$ cat config.mk
export PLATFORM = sky130hd
export DESIGN_NAME = ffha_ctrl
export DESIGN_NICKNAME = d
export VERILOG_FILES = /design/src/rtl/core/ffha_pkg.sv /design/src/rtl/core/ffha_ctrl.sv
export SDC_FILE = /design/constraint.sdc
export NUM_CORES = 1
export LEC_CHECK = 0
export BUFFER_PORTS_ARGS = -buffer_cell sky130_fd_sc_hd__buf_4
export CAP_MARGIN = 20
export CORE_ASPECT_RATIO = 0.6
export CORE_MARGIN = 10
export CORE_UTILIZATION = 45
export CTS_CLUSTER_DIAMETER = 30
export DETAILED_ROUTE_END_ITERATION = 6
export PLACE_DENSITY = 0.66
export SYNTH_ARGS = -nofsm -noshare
export SYNTH_HDL_FRONTEND = slang
export SYNTH_SLANG_ARGS = --single-unit
$ cat constraint.sdc
create_clock -name clk -period 4 [get_ports clk]
set_clock_uncertainty 0.05 [all_clocks]
set_input_delay 0.6 -clock clk [delete_from_list [all_inputs] [get_ports clk]]
set_output_delay 0.6 -clock clk [all_outputs]
set_load 0.005 [all_outputs]
$ cat src/rtl/core/ffha_pkg.sv
package ffha_pkg;

    typedef enum logic [1:0] {
        MODE_ALLOC   = 2'd0,
        MODE_FREE    = 2'd1,
        MODE_REALLOC = 2'd2,
        MODE_ZALLOC  = 2'd3
    } mode_t;

    typedef enum logic [2:0] {
        ST_OK           = 3'd0,
        ST_NO_SPACE     = 3'd1,
        ST_BAD_SIZE     = 3'd2,
        ST_IGNORED      = 3'd3,
        ST_ALREADY_FREE = 3'd4,
        ST_BAD_ADDRESS  = 3'd5
    } status_t;

    typedef struct packed {
        mode_t       mode;
        logic [31:0] request_bytes;
        logic [31:0] count;
        logic [12:0] address;
    } in_item_t;

    typedef struct packed {
        logic [12:0] result_address;
        logic [11:0] copy_bytes;
        logic [11:0] zero_bytes;
        status_t     status;
    } out_item_t;

    typedef enum logic [4:0] {
        UOP_NONE,
        UOP_CLEAR,
        UOP_LOAD,
        UOP_MULT,
        UOP_BYTES_REQ,
        UOP_BYTES_PROD,
        UOP_NEED_SETUP,
        UOP_NEED_LOC,
        UOP_LOC,
        UOP_RD_P,
        UOP_RD_N,
        UOP_FIT_NEXT,
        UOP_FIT_TAKE,
        UOP_CARVE_TAIL,
        UOP_CARVE_HEAD,
        UOP_OLD,
        UOP_RELEASE,
        UOP_RE_INPLACE,
        UOP_RE_NEXT,
        UOP_RE_ABSORB,
        UOP_FIT_START,
        UOP_MG_FREE,
        UOP_MG_ABSORB,
        UOP_MG_CLOSE,
        UOP_FIN,
        UOP_OUT
    } uop_t;

    typedef struct packed {
        uop_t    uop;
        status_t code;
        logic    set_copy;
    } cmd_t;

    typedef struct packed {
        logic  clr_done;
        logic  heap_ready;
        mode_t mode;
        logic  addr_zero;
        logic  req_zero;
        logic  cnt_zero;
        logic  prod_high;
        logic  round_bad;
        logic  loc_bad;
        logic  live;
        logic  blk_free;
        logic  fits;
        logic  in_place;
        logic  absorb_ok;
        logic  out_busy;
    } stat_t;

endpackage

$ cat src/rtl/core/ffha_ctrl.sv
module ffha_ctrl (
    input  logic            clk,
    input  logic            rst_n,
    input  logic            req_valid,
    output logic            req_ready,
    input  ffha_pkg::stat_t stat,
    output ffha_pkg::cmd_t  cmd
);
    import ffha_pkg::*;

    typedef enum logic [21:0] {
        S_CLEAR    = 22'h000001,
        S_IDLE     = 22'h000002,
        S_DECODE   = 22'h000004,
        S_ZCHK     = 22'h000008,
        S_ROUND    = 22'h000010,
        S_FIT_RD   = 22'h000020,
        S_FIT_CHK  = 22'h000040,
        S_TAIL     = 22'h000080,
        S_HEAD     = 22'h000100,
        S_REL      = 22'h000200,
        S_MG_RD    = 22'h000400,
        S_MG_P     = 22'h000800,
        S_MG_NRD   = 22'h001000,
        S_MG_N     = 22'h002000,
        S_FREE_CHK = 22'h004000,
        S_FREE_LOC = 22'h008000,
        S_RE_RND   = 22'h010000,
        S_RE_LOC   = 22'h020000,
        S_RE_DEC   = 22'h040000,
        S_RE_NRD   = 22'h080000,
        S_RE_N     = 22'h100000,
        S_DONE     = 22'h200000
    } state_t;

    state_t state_reg, state_next;
    logic   move_reg, move_next;

    always_ff @(posedge clk or negedge rst_n)
    begin
        if (!rst_n)
        begin
            state_reg <= S_CLEAR;
            move_reg  <= 1'b0;
        end
        else
        begin
            state_reg <= state_next;
            move_reg  <= move_next;
        end
    end

    always_comb
    begin
        state_next   = state_reg;
        move_next    = move_reg;
        req_ready    = 1'b0;
        cmd.uop      = UOP_NONE;
        cmd.code     = ST_OK;
        cmd.set_copy = 1'b0;
        unique case (state_reg)
            S_CLEAR:
            begin
                cmd.uop = UOP_CLEAR;
                if (stat.clr_done)
                begin
                    state_next = S_IDLE;
                end
            end
            S_IDLE:
            begin
                req_ready = 1'b1;
                if (req_valid)
                begin
                    cmd.uop    = UOP_LOAD;
                    move_next  = 1'b0;
                    state_next = S_DECODE;
                end
            end
            S_DECODE:
            begin
                unique case (stat.mode)
                    MODE_ALLOC:
                    begin
                        cmd.uop    = UOP_BYTES_REQ;
                        state_next = S_ROUND;
                    end
                    MODE_FREE:
                    begin
                        state_next = S_FREE_CHK;
                    end
                    MODE_REALLOC:
                    begin
                        if (stat.addr_zero)
                        begin
                            cmd.uop    = UOP_BYTES_REQ;
                            state_next = S_ROUND;
                        end
                        else if (stat.req_zero)
                        begin
                            state_next = S_FREE_CHK;
                        end
                        else
                        begin
                            cmd.uop    = UOP_BYTES_REQ;
                            state_next = S_RE_RND;
                        end
                    end
                    MODE_ZALLOC:
                    begin
                        cmd.uop    = UOP_MULT;
                        state_next = S_ZCHK;
                    end
                    default:
                    begin
                        state_next = S_IDLE;
                    end
                endcase
            end
            S_ZCHK:
            begin
                if (stat.cnt_zero || stat.req_zero || stat.prod_high)
                begin
                    cmd.uop    = UOP_FIN;
                    cmd.code   = ST_BAD_SIZE;
                    state_next = S_DONE;
                end
                else
                begin
                    cmd.uop    = UOP_BYTES_PROD;
                    state_next = S_ROUND;
                end
            end
            S_ROUND:
            begin
                if (stat.round_bad)
                begin
                    cmd.uop    = UOP_FIN;
                    cmd.code   = ST_BAD_SIZE;
                    state_next = S_DONE;
                end
                else
                begin
                    cmd.uop    = UOP_NEED_SETUP;
                    state_next = S_FIT_RD;
                end
            end
            S_FIT_RD:
            begin
                cmd.uop    = UOP_RD_P;
                state_next = S_FIT_CHK;
            end
            S_FIT_CHK:
            begin
                if (!stat.live)
                begin
                    cmd.uop    = UOP_FIN;
                    cmd.code   = ST_NO_SPACE;
                    state_next = S_DONE;
                end
                else if (stat.blk_free && stat.fits)
                begin
                    cmd.uop    = UOP_FIT_TAKE;
                    state_next = S_TAIL;
                end
                else
                begin
                    cmd.uop    = UOP_FIT_NEXT;
                    state_next = S_FIT_RD;
                end
            end
            S_TAIL:
            begin
                cmd.uop    = UOP_CARVE_TAIL;
                state_next = S_HEAD;
            end
            S_HEAD:
            begin
                cmd.uop    = UOP_CARVE_HEAD;
                state_next = move_reg ? S_REL : S_DONE;
            end
            S_REL:
            begin
                cmd.uop      = UOP_RELEASE;
                cmd.set_copy = move_reg;
                state_next   = S_MG_RD;
            end
            S_MG_RD:
            begin
                cmd.uop    = UOP_RD_P;
                state_next = S_MG_P;
            end
            S_MG_P:
            begin
                if (!stat.live)
                begin
                    state_next = S_DONE;
                end
                else if (stat.blk_free)
                begin
                    cmd.uop    = UOP_MG_FREE;
                    state_next = S_MG_NRD;
                end
                else
                begin
                    cmd.uop    = UOP_FIT_NEXT;
                    state_next = S_MG_RD;
                end
            end
            S_MG_NRD:
            begin
                cmd.uop    = UOP_RD_N;
                state_next = S_MG_N;
            end
            S_MG_N:
            begin
                if (stat.live && stat.blk_free)
                begin
                    cmd.uop    = UOP_MG_ABSORB;
                    state_next = S_MG_NRD;
                end
                else
                begin
                    cmd.uop    = UOP_MG_CLOSE;
                    state_next = S_MG_RD;
                end
            end
            S_FREE_CHK:
            begin
                if (stat.addr_zero || !stat.heap_ready)
                begin
                    cmd.uop    = UOP_FIN;
                    cmd.code   = ST_IGNORED;
                    state_next = S_DONE;
                end
                else if (stat.loc_bad)
                begin
                    cmd.uop    = UOP_FIN;
                    cmd.code   = ST_BAD_ADDRESS;
                    state_next = S_DONE;
                end
                else
                begin
                    cmd.uop    = UOP_LOC;
                    state_next = S_FREE_LOC;
                end
            end
            S_FREE_LOC:
            begin
                if (!stat.live)
                begin
                    cmd.uop    = UOP_FIN;
                    cmd.code   = ST_BAD_ADDRESS;
                    state_next = S_DONE;
                end
                else if (stat.blk_free)
                begin
                    cmd.uop    = UOP_FIN;
                    cmd.code   = ST_ALREADY_FREE;
                    state_next = S_DONE;
                end
                else
                begin
                    cmd.uop    = UOP_OLD;
                    state_next = S_REL;
                end
            end
            S_RE_RND:
            begin
                if (stat.round_bad)
                begin
                    cmd.uop    = UOP_FIN;
                    cmd.code   = ST_BAD_SIZE;
                    state_next = S_DONE;
                end
                else if (stat.loc_bad)
                begin
                    cmd.uop    = UOP_FIN;
                    cmd.code   = ST_BAD_ADDRESS;
                    state_next = S_DONE;
                end
                else
                begin
                    cmd.uop    = UOP_NEED_LOC;
                    state_next = S_RE_LOC;
                end
            end
            S_RE_LOC:
            begin
                if (!stat.live)
                begin
                    cmd.uop    = UOP_FIN;
                    cmd.code   = ST_BAD_ADDRESS;
                    state_next = S_DONE;
                end
                else if (stat.blk_free)
                begin
                    cmd.uop    = UOP_FIN;
                    cmd.code   = ST_ALREADY_FREE;
                    state_next = S_DONE;
                end
                else
                begin
                    cmd.uop    = UOP_OLD;
                    state_next = S_RE_DEC;
                end
            end
            S_RE_DEC:
            begin
                if (stat.in_place)
                begin
                    cmd.uop    = UOP_RE_INPLACE;
                    state_next = S_TAIL;
                end
                else
                begin
                    cmd.uop    = UOP_RE_NEXT;
                    state_next = S_RE_NRD;
                end
            end
            S_RE_NRD:
            begin
                cmd.uop    = UOP_RD_N;
                state_next = S_RE_N;
            end
            S_RE_N:
            begin
                if (stat.live && stat.blk_free && stat.absorb_ok)
                begin
                    cmd.uop    = UOP_RE_ABSORB;
                    state_next = S_TAIL;
                end
                else
                begin
                    cmd.uop    = UOP_FIT_START;
                    move_next  = 1'b1;
                    state_next = S_FIT_RD;
                end
            end
            S_DONE:
            begin
                if (!stat.out_busy)
                begin
                    cmd.uop    = UOP_OUT;
                    state_next = S_IDLE;
                end
            end
            default:
            begin
                state_next = S_IDLE;
            end
        endcase
    end

endmodule

==> impl_metrics.env, run 1 <==
export IMPL_rsz0062_at_grt="no"
export IMPL_cts_tree="yes"
export IMPL_die_h_microns=67.6
export IMPL_initial_core_util_pct=46.4
export IMPL_holdBufCountCts=0
export IMPL_postLayoutCellArea_sq_um=2020
export IMPL_drc=0
export IMPL_static_leakage_power_nw=0.919
export IMPL_postCtsSetupBuffers=0
export IMPL_detailed_place_area_sq_um=1970
export IMPL_outcome="complete, no violations"
export IMPL_number_of_register_bits_inferred_by_synthesis=23
export IMPL_layout_drive_gt1_share_pct=24.6
export IMPL_chipWidth_microns=99.3
export IMPL_gp_congestion=0.990
export IMPL_timing_final_crit_period_ns=3.40
export IMPL_drt_vias_per_instance=6.61
export IMPL_floorplan_rows=17
export IMPL_num_io_pins=29
export IMPL_clock_sinks=23
export IMPL_io_buffers=28
export IMPL_core_sq_um=3660
export IMPL_antenna_fix_cells=0
export IMPL_synth_cell_types=51
export IMPL_timing_critical_path_required_ns=3.35
export IMPL_grt_pass1_wl_microns=9100
export IMPL_global_routing_usage_on_met1_pct=25.0
export IMPL_grt_busiest_layer="met1"
export IMPL_timing_rr_start="state_reg[12]$_DFFE_PN0P_"
export IMPL_fin_setup_tns_ns=0
export IMPL_use_met2_pct=23.9
export IMPL_synthesis_yosys_warnings=0
export IMPL_num_nets_final=248
export IMPL_setup_viol_count_final=0
export IMPL_timing_hold_worst_class="in -> async"
export IMPL_area_delta_synth_final_pct=19.0
export IMPL_reg2reg_depth=5
export IMPL_detail_route_wirelength_microns=5790
export IMPL_max_root_sink_buffers=2
export IMPL_ff2ff_setup_slack_ns=1.41
export IMPL_seq_area_frac_synth_pct=34.0
export IMPL_critical_path_reg2reg_endpoint="state_reg[1]$_DFFE_PN0P_"
export IMPL_timing_worst_slew_pin_value_ns=0.659
export IMPL_insertion_delay_of_the_later_clocked_pin_in_the_worst_skew_pair_ns=0.28
export IMPL_ctsHtreeMaxLevel=1
export IMPL_setup_worst_path_end_class="output port"
export IMPL_vias_in_the_first_global_route=1716
export IMPL_syn_avg_cell_area_sq_um=8.70
export IMPL_power_density_cell_area_nw_per_um2=372
export IMPL_drv_max_cap_violation_count=0
export IMPL_timing_final_hold_violations=0
export IMPL_cts_reportedPaths_clkPinSlew_ns=0.09
export IMPL_final_max_slew_violation_count=0
export IMPL_dr_pass1_iters=5
export IMPL_grt_antenna_before_repair=0
export IMPL_mappedNetlistNets=214
export IMPL_crit_path_max_fanout=8
export IMPL_final_cell_mix="29 x sky130_fd_sc_hd__buf_4, 22 x sky130_fd_sc_hd__dfrtp_1, 20 x sky130_fd_sc_hd__nor2_1"
export IMPL_syn_inst=195
export IMPL_min_period_over_period_pct=85.0
export IMPL_place_detailed_hpwl_microns=4810
export IMPL_max_vdd_ir_drop_v=0.000272
export IMPL_tritoncts_num_buffers=3
export IMPL_detailedRoute_firstIterationViolations=216
export IMPL_detailroute_via_count=1818
export IMPL_criticalPathCategory="reg -> out"
export IMPL_synthFlopType="sky130_fd_sc_hd__dfrtp_1"
export IMPL_timing_critical_path_arrival_ns=2.75
export IMPL_slew_limit_headroom_pct=55.7
export IMPL_final_common_cell="sky130_fd_sc_hd__buf_4"
export IMPL_grt_use_total_pct=17.2
export IMPL_buffer_type_at_the_clock_tree_root="sky130_fd_sc_hd__clkbuf_8"
export IMPL_route_detailed_wl_per_inst_microns=21.1
export IMPL_ys_async_sr_fraction_pct=100
export IMPL_fraction_of_met3_tracks_used_by_global_routing_pct=5.80
export IMPL_pin_count_of_the_biggest_net_entering_global_routing=24
export IMPL_timing_critical_path_from_type="register"
export IMPL_floorplan_die_area_sq_um=6710
export IMPL_overflow=0
export IMPL_critical_path_startpoint="state_reg[12]$_DFFE_PN0P_"
export IMPL_clock_fmax_mhz=294
export IMPL_synth_edff_count=0
export IMPL_largest_register_ffs=22
export IMPL_post_cts_resize_count=0
export IMPL_synth_cell_area_sq_um=1700
export IMPL_detail_route_antenna_nets=0
==> cells in the mapped netlist (all sizes together) (2+ instances only) <==
library cell,n,area (sq um)
a31oi,2,12.5
and4,4,38.8
nor2b,5,31.3
or3,3,18.8
and3,5,31.3
nor3,17,101
or4b,3,30.0
nand4,8,50.1
nand4b,3,26.3
nand3,12,60.1
or4,6,60.1
o21bai,3,33.8
dfrtp,22,551
nor3b,2,15.0
nor4,7,71.3
nor2,20,75.1
inv,5,18.8
nor4b,12,111
and2,2,15.0
a21oi,9,45.0
nand2b,3,18.8
o21ai,6,30.0
nand2,17,63.8
==> metrics by stage <==
step	total power, mW	utilization, %	cells	hold WS [ns]	worst slack (ns)
2_1_floorplan	0.475	-	195	0.254	1.50
3_3_place_gp	0.601	53.9	271	0.462	0.940
3_5_place_dp	0.601	53.9	271	0.465	0.940
4_1_cts	0.753	55.2	275	0.167	0.626
5_1_grt	0.795	55.2	275	0.177	0.480
6_report	0.751	55.2	275	0.159	0.599
==> worst max-delay path by stage <==
stage               endpoint  slack [ns]  cells past startpoint
floorplan             cmd[4]        1.50                      6
global placement      cmd[6]        0.94                      7
detailed placement    cmd[4]        0.94                      7
CTS                   cmd[4]        0.63                      7
global route          cmd[5]        0.48                      7
finish                cmd[4]        0.60                      7
==> critical path: stages (launching register included) <==
cell	delay, ns
sky130_fd_sc_hd__dfrtp_1	0.44
sky130_fd_sc_hd__or4_4	0.60
sky130_fd_sc_hd__nor3_4	0.40
sky130_fd_sc_hd__nand4_1	0.36
sky130_fd_sc_hd__o22ai_1	0.34
sky130_fd_sc_hd__nor3_1	0.09
sky130_fd_sc_hd__nand4_1	0.11
sky130_fd_sc_hd__buf_4	0.12
==> cell type report <==
| class | count | area [sq um] |
|---|---|---|
| timing repair buffer | 29 | 218 |
| clock inverter | 1 | 5.00 |
| fill | 332 | 1640 |
| inverter | 5 | 18.8 |
| clock buffer | 3 | 41.3 |
| tap | 47 | 58.8 |
| multi-input combinational | 167 | 1100 |
| sequential | 23 | 577 |
==> per-layer routing <==
metal  wire, microns  vias to the layer above
li1                -                      834
met1            2660                      865
met2            2330                      113
met3             772                        6
met4              32                        0
met5               0                        -
==> power breakdown <==
part,switching (mW),internal (mW)
combinational,0.192,0.142
clock,0.0796,0.0698
sequential,0.0226,0.246
==> cells by family after synthesis <==
group | Yosys count | share of synthesized area (%)
compound gates | 31 | 13.1
xor+xnor | 2 | 1.03
buf+inv | 5 | 1.11
flops | 23 | 34.0
mux | 1 | 0.664
simple gates | 133 | 50.1
(Power assumes the default switching activity.)
==> run 2: changes to the inputs <==
BUFFER_PORTS_ARGS = -buffer_cell sky130_fd_sc_hd__clkbuf_2   (was -buffer_cell sky130_fd_sc_hd__buf_4)
CTS_BUF_LIST = sky130_fd_sc_hd__clkbuf_16   (was default)
==> impl_metrics.env, run 2 (synthesized netlist as in run 1, its figures left out) <==
export IMPL_outcome="complete, no violations"
export IMPL_timing_final_hold_violations=0
export IMPL_postCtsSetupBuffers=0
export IMPL_rsz0062_at_grt="no"
export IMPL_timing_critical_path_from_type="register"
export IMPL_criticalPathCategory="reg -> out"
export IMPL_layout_drive_gt1_share_pct=24.2
export IMPL_detailroute_via_count=1807
export IMPL_final_common_cell="sky130_fd_sc_hd__clkbuf_2"
export IMPL_tritoncts_num_buffers=3
export IMPL_dr_pass1_iters=5
export IMPL_final_max_slew_violation_count=0
export IMPL_cts_reportedPaths_clkPinSlew_ns=0.07
export IMPL_largest_register_ffs=22
export IMPL_num_io_pins=29
export IMPL_clock_fmax_mhz=305
export IMPL_ctsHtreeMaxLevel=1
export IMPL_grt_use_total_pct=17.4
export IMPL_clock_sinks=23
export IMPL_timing_final_crit_period_ns=3.28
export IMPL_insertion_delay_of_the_later_clocked_pin_in_the_worst_skew_pair_ns=0.26
export IMPL_timing_hold_worst_class="in -> async"
export IMPL_timing_critical_path_arrival_ns=2.63
export IMPL_worstPathBufferInverterCount=1
export IMPL_drv_max_cap_violation_count=0
export IMPL_overflow=0
export IMPL_setup_worst_path_end_class="output port"
export IMPL_max_vdd_ir_drop_v=0.000210
export IMPL_place_detailed_hpwl_microns=4600
export IMPL_timing_critical_path_slowest_stage_cell="sky130_fd_sc_hd__or4_4"
export IMPL_setup_viol_count_final=0
export IMPL_min_period_over_period_pct=82.0
export IMPL_max_root_sink_buffers=2
export IMPL_timing_worst_slew_pin_value_ns=0.618
export IMPL_io_buffers=28
export IMPL_grt_antenna_before_repair=0
export IMPL_post_cts_resize_count=0
export IMPL_power_density_cell_area_nw_per_um2=405
export IMPL_die_h_microns=67.6
export IMPL_fin_worst_hold_slack_ns=0.290
export IMPL_cts_tree="yes"
export IMPL_floorplan_rows=17
export IMPL_drt_vias_per_instance=6.59
export IMPL_core_sq_um=3660
export IMPL_detailedRoute_firstIterationViolations=238
export IMPL_detail_route_wirelength_microns=5710
export IMPL_max_stage_delay_ns=0.61
export IMPL_grt_pass1_wl_microns=9270
export IMPL_area_delta_synth_final_pct=16.4
export IMPL_initial_core_util_pct=46.4
export IMPL_chipWidth_microns=99.3
export IMPL_critical_path_cell_chain="or4_4, nor3_1, nand4_1, o22ai_1, nor3_1, nand4_1, clkbuf_2"
export IMPL_worst_path_dominant_cell_family="simple AND/OR/NAND/NOR gates"
export IMPL_drc=0
export IMPL_final_cell_mix="28 x sky130_fd_sc_hd__clkbuf_2, 22 x sky130_fd_sc_hd__dfrtp_1, 20 x sky130_fd_sc_hd__nor2_1"
export IMPL_pin_count_of_the_biggest_net_entering_global_routing=24
export IMPL_buffer_type_at_the_clock_tree_root="sky130_fd_sc_hd__clkbuf_16"
export IMPL_detail_route_antenna_nets=0
export IMPL_timing_critical_path_required_ns=3.35
export IMPL_route_detailed_wl_per_inst_microns=20.8
export IMPL_slew_limit_headroom_pct=58.8
export IMPL_holdBufCountCts=0
export IMPL_antenna_fix_cells=0
export IMPL_vias_in_the_first_global_route=1758
export IMPL_static_leakage_power_nw=0.910
export IMPL_num_nets_final=247
export IMPL_gp_congestion=0.974
export IMPL_floorplan_die_area_sq_um=6710
export IMPL_crit_path_max_fanout=7
export IMPL_fin_setup_tns_ns=0
[run 2: cell count changes in the layout (fill, tap and decap cells not counted), sizes merged]
cell	before	now
clkbuf	3	31
buf	29	0
[run 2: per-layer routing]
layer	global-route usage [%]	routed length, microns
met5	0	0
met4	4.27	97
met3	6.52	746
met2	24.5	2160
met1	24.2	2700
[run 2: worst paths after layout]
check,startpoint,endpoint,slack [ns],depth (start not counted)
max,state_reg[6]$_DFFE_PN0P_,cmd[4],0.72,7
min,rst_n,state_reg[17]$_DFFE_PN0P_,0.29,1
max reg2reg,state_reg[2]$_DFFE_PN0P_,state_reg[1]$_DFFE_PN0P_,1.53,5
min reg2reg,move_reg$_DFFE_PN0P_,state_reg[9]$_DFFE_PN0P_,0.54,2
max in group asynchronous,rst_n,state_reg[6]$_DFFE_PN0P_,3.21,1
min in group clk,stat[10],state_reg[16]$_DFFE_PN0P_,0.49,2
[run 2: cell type report]
class	count	area [sq um]
flip-flops and latches	23	577
clock buffers	3	75.1
clock inverters	1	5.00
inverters	5	18.8
repair buffers	28	140
multi-input cells	167	1100
well taps	47	58.8
fillers	355	1680
[run 2: power by group]
part | leakage, nW | switching (mW) | internal (mW) | total (mW)
registers | 0.314 | 0.0243 | 0.246 | 0.271
clock network | 0.0409 | 0.0939 | 0.135 | 0.229
logic | 0.555 | 0.181 | 0.120 | 0.301
[run 2: per-stage QoR]
stage	power [mW]	util (%)	setup slack (ns)	std cells	cell area, sq um
CTS	0.798	54.0	0.784	274	1980
detailed placement	0.570	51.8	1.08	270	1900
global placement	0.571	51.8	1.06	270	1900
floorplan	0.475	-	1.50	195	1700
global route	0.846	54.0	0.545	274	1980
finish	0.800	54.0	0.718	274	1980
==> run 3: changes to the inputs <==
PLACE_DENSITY = 0.69   (was 0.66)
clock period = 3 ns   (was 4 ns; I/O delays follow)
==> impl_metrics.env, run 3 (synthesized netlist as in run 1, its figures left out) <==
export IMPL_violations="negative setup slack"
export IMPL_timing_critical_path_required_ns=2.50
export IMPL_final_cell_mix="26 x sky130_fd_sc_hd__clkbuf_2, 16 x sky130_fd_sc_hd__nand2_1, 15 x sky130_fd_sc_hd__nor2_1"
export IMPL_ff2ff_setup_slack_ns=0.58
export IMPL_num_nets_final=261
export IMPL_criticalPathCategory="reg -> out"
export IMPL_detail_route_wirelength_microns=6230
export IMPL_slew_limit_headroom_pct=57.3
export IMPL_dr_pass1_iters=5
export IMPL_area_delta_synth_final_pct=32.0
export IMPL_grt_use_total_pct=17.5
export IMPL_max_root_sink_buffers=2
export IMPL_core_sq_um=3660
export IMPL_drc=0
export IMPL_clock_sinks=23
export IMPL_num_io_pins=29
export IMPL_tritoncts_num_buffers=3
export IMPL_timing_rr_start="state_reg[9]$_DFFE_PN0P_"
export IMPL_initial_core_util_pct=46.4
export IMPL_overflow=0
export IMPL_floorplan_rows=17
export IMPL_timing_critical_path_arrival_ns=2.54
export IMPL_drt_vias_per_instance=6.67
export IMPL_finish_cell_count_without_fillers=288
export IMPL_max_vdd_ir_drop_v=0.000313
export IMPL_outcome="complete, but fails checks"
export IMPL_post_layout_total_power_mw=1.20
export IMPL_grt_antenna_before_repair=0
export IMPL_io_buffers=28
export IMPL_antenna_fix_cells=0
export IMPL_crit_path_max_fanout=5
export IMPL_drv_max_cap_violation_count=0
export IMPL_pin_count_of_the_biggest_net_entering_global_routing=24
export IMPL_postLayoutSetupSlackWorst_ns=-0.0386
export IMPL_detail_route_antenna_nets=0
export IMPL_fin_setup_tns_ns=-0.0672
export IMPL_chipWidth_microns=99.3
export IMPL_grt_pass1_wl_microns=9520
export IMPL_rsz0062_at_grt="yes"
export IMPL_cts_reportedPaths_clkPinSlew_ns=0.06
export IMPL_setup_worst_path_end_class="output port"
export IMPL_timing_worst_slew_pin_value_ns=0.632
export IMPL_detailroute_via_count=1920
export IMPL_gp_congestion=1.03
export IMPL_ctsHtreeMaxLevel=1
export IMPL_buffer_type_at_the_clock_tree_root="sky130_fd_sc_hd__clkbuf_16"
export IMPL_vias_in_the_first_global_route=1845
export IMPL_insertion_delay_of_the_later_clocked_pin_in_the_worst_skew_pair_ns=0.26
export IMPL_place_detailed_hpwl_microns=4500
export IMPL_critical_path_reg2reg_endpoint="state_reg[1]$_DFFE_PN0P_"
export IMPL_die_h_microns=67.6
export IMPL_place_detailed_instances=275
export IMPL_cts_tree="yes"
export IMPL_detailedRoute_firstIterationViolations=243
export IMPL_min_period_over_period_pct=101
export IMPL_final_max_slew_violation_count=0
export IMPL_timing_critical_path_to="cmd[1]"
export IMPL_layout_drive_gt1_share_pct=39.8
export IMPL_floorplan_die_area_sq_um=6710
export IMPL_static_leakage_power_nw=1.01
export IMPL_holdBufCountCts=0
export IMPL_reg2reg_depth=6
export IMPL_timing_hold_worst_class="in -> async"
export IMPL_critical_path_startpoint="state_reg[1]$_DFFE_PN0P_"
export IMPL_clock_fmax_mhz=329
export IMPL_layout_core_utilization_pct=61.2
export IMPL_route_detailed_wl_per_inst_microns=21.6
export IMPL_timing_final_crit_period_ns=3.04
export IMPL_timing_final_hold_violations=0
export IMPL_power_density_cell_area_nw_per_um2=536
export IMPL_final_common_cell="sky130_fd_sc_hd__clkbuf_2"
export IMPL_largest_register_ffs=22
export IMPL_setup_viol_count_final=2
export IMPL_fin_worst_hold_slack_ns=0.140
export IMPL_timing_critical_path_from_type="register"
==> run 3: cell types whose count changed in the layout (fill, tap and decap cells not counted), moves of 3 or more <==
cell and delta:
sky130_fd_sc_hd__buf_4 +14, sky130_fd_sc_hd__nor4_1 -3, sky130_fd_sc_hd__dfrtp_1 -8, sky130_fd_sc_hd__nor2_2 +3, sky130_fd_sc_hd__dfrtp_2 +8, sky130_fd_sc_hd__nor4_4 +3
sky130_fd_sc_hd__nor3_1 -3, sky130_fd_sc_hd__nor2_1 -5
==> run 3: final cells by class <==
type | count | area, sq um
Sequential cell | 23 | 587
Multi-Input combinational cell | 167 | 1250
Clock inverter | 1 | 5.00
Clock buffer | 3 | 75.1
Tap cell | 47 | 58.8
Fill cell | 308 | 1420
Timing Repair Buffer | 42 | 245
Inverter | 5 | 18.8
==> run 3: worst min-delay path by stage <==
| stage | depth (start not counted) | to | slack (ns) |
|---|---|---|---|
| 6_report | 1 | state_reg[17]$_DFFE_PN0P_ | 0.14 |
| 2_1_floorplan | 0 | move_reg$_DFFE_PN0P_ | 0.10 |
| 3_5_place_dp | 1 | state_reg[13]$_DFFE_PN0P_ | 0.43 |
| 4_1_cts | 1 | state_reg[13]$_DFFE_PN0P_ | 0.15 |
| 3_3_place_gp | 1 | state_reg[13]$_DFFE_PN0P_ | 0.44 |
| 5_1_grt | 1 | state_reg[10]$_DFFE_PN0P_ | 0.18 |
==> run 3: what timing repair did <==
action / CTS / global route
hold endpoints to repair: 0 / 0
pin swaps: 1 / 11
gates resized for setup: 3 / 37
setup buffers: 3 / 6
gates cloned: 0 / 0
endpoints found under the setup margin: 4 / 8
==> run 3: per-layer routing <==
metal  part of all wire (%)  track usage (%)  vias up
met4                    1.6             4.45        0
met3                     15             8.66       21
met5                      0                0        -
met1                     42             22.2      895
met2                     42             25.9      138
li1                       -                -      866
==> run 3: critical path, cell delays in order, from the launching register on <==
cell and delay, ns:
sky130_fd_sc_hd__dfrtp_2 0.44, sky130_fd_sc_hd__or4_4 0.61, sky130_fd_sc_hd__nor4_4 0.36, sky130_fd_sc_hd__nand4b_1 0.24
sky130_fd_sc_hd__a31oi_2 0.33, sky130_fd_sc_hd__a21oi_1 0.07, sky130_fd_sc_hd__o21ai_1 0.09, sky130_fd_sc_hd__buf_2 0.13
==> run 3: through the flow <==
| stage | setup slack [ns] | instance area, sq um |
|---|---|---|
| final | -0.0386 | 2240 |
| after global routing | -0.108 | 2240 |
| after CTS | 0.0119 | 2050 |
| after detailed placement | 0.215 | 1930 |
| after global placement | 0.150 | 1930 |
| after floorplan | 0.648 | 1700 |
==> run 3: where the power goes <==
group	total (mW)	switching, mW	internal (mW)
clock network	0.297	0.117	0.180
registers	0.369	0.0376	0.331
logic	0.536	0.289	0.247
total	1.20	0.444	0.757
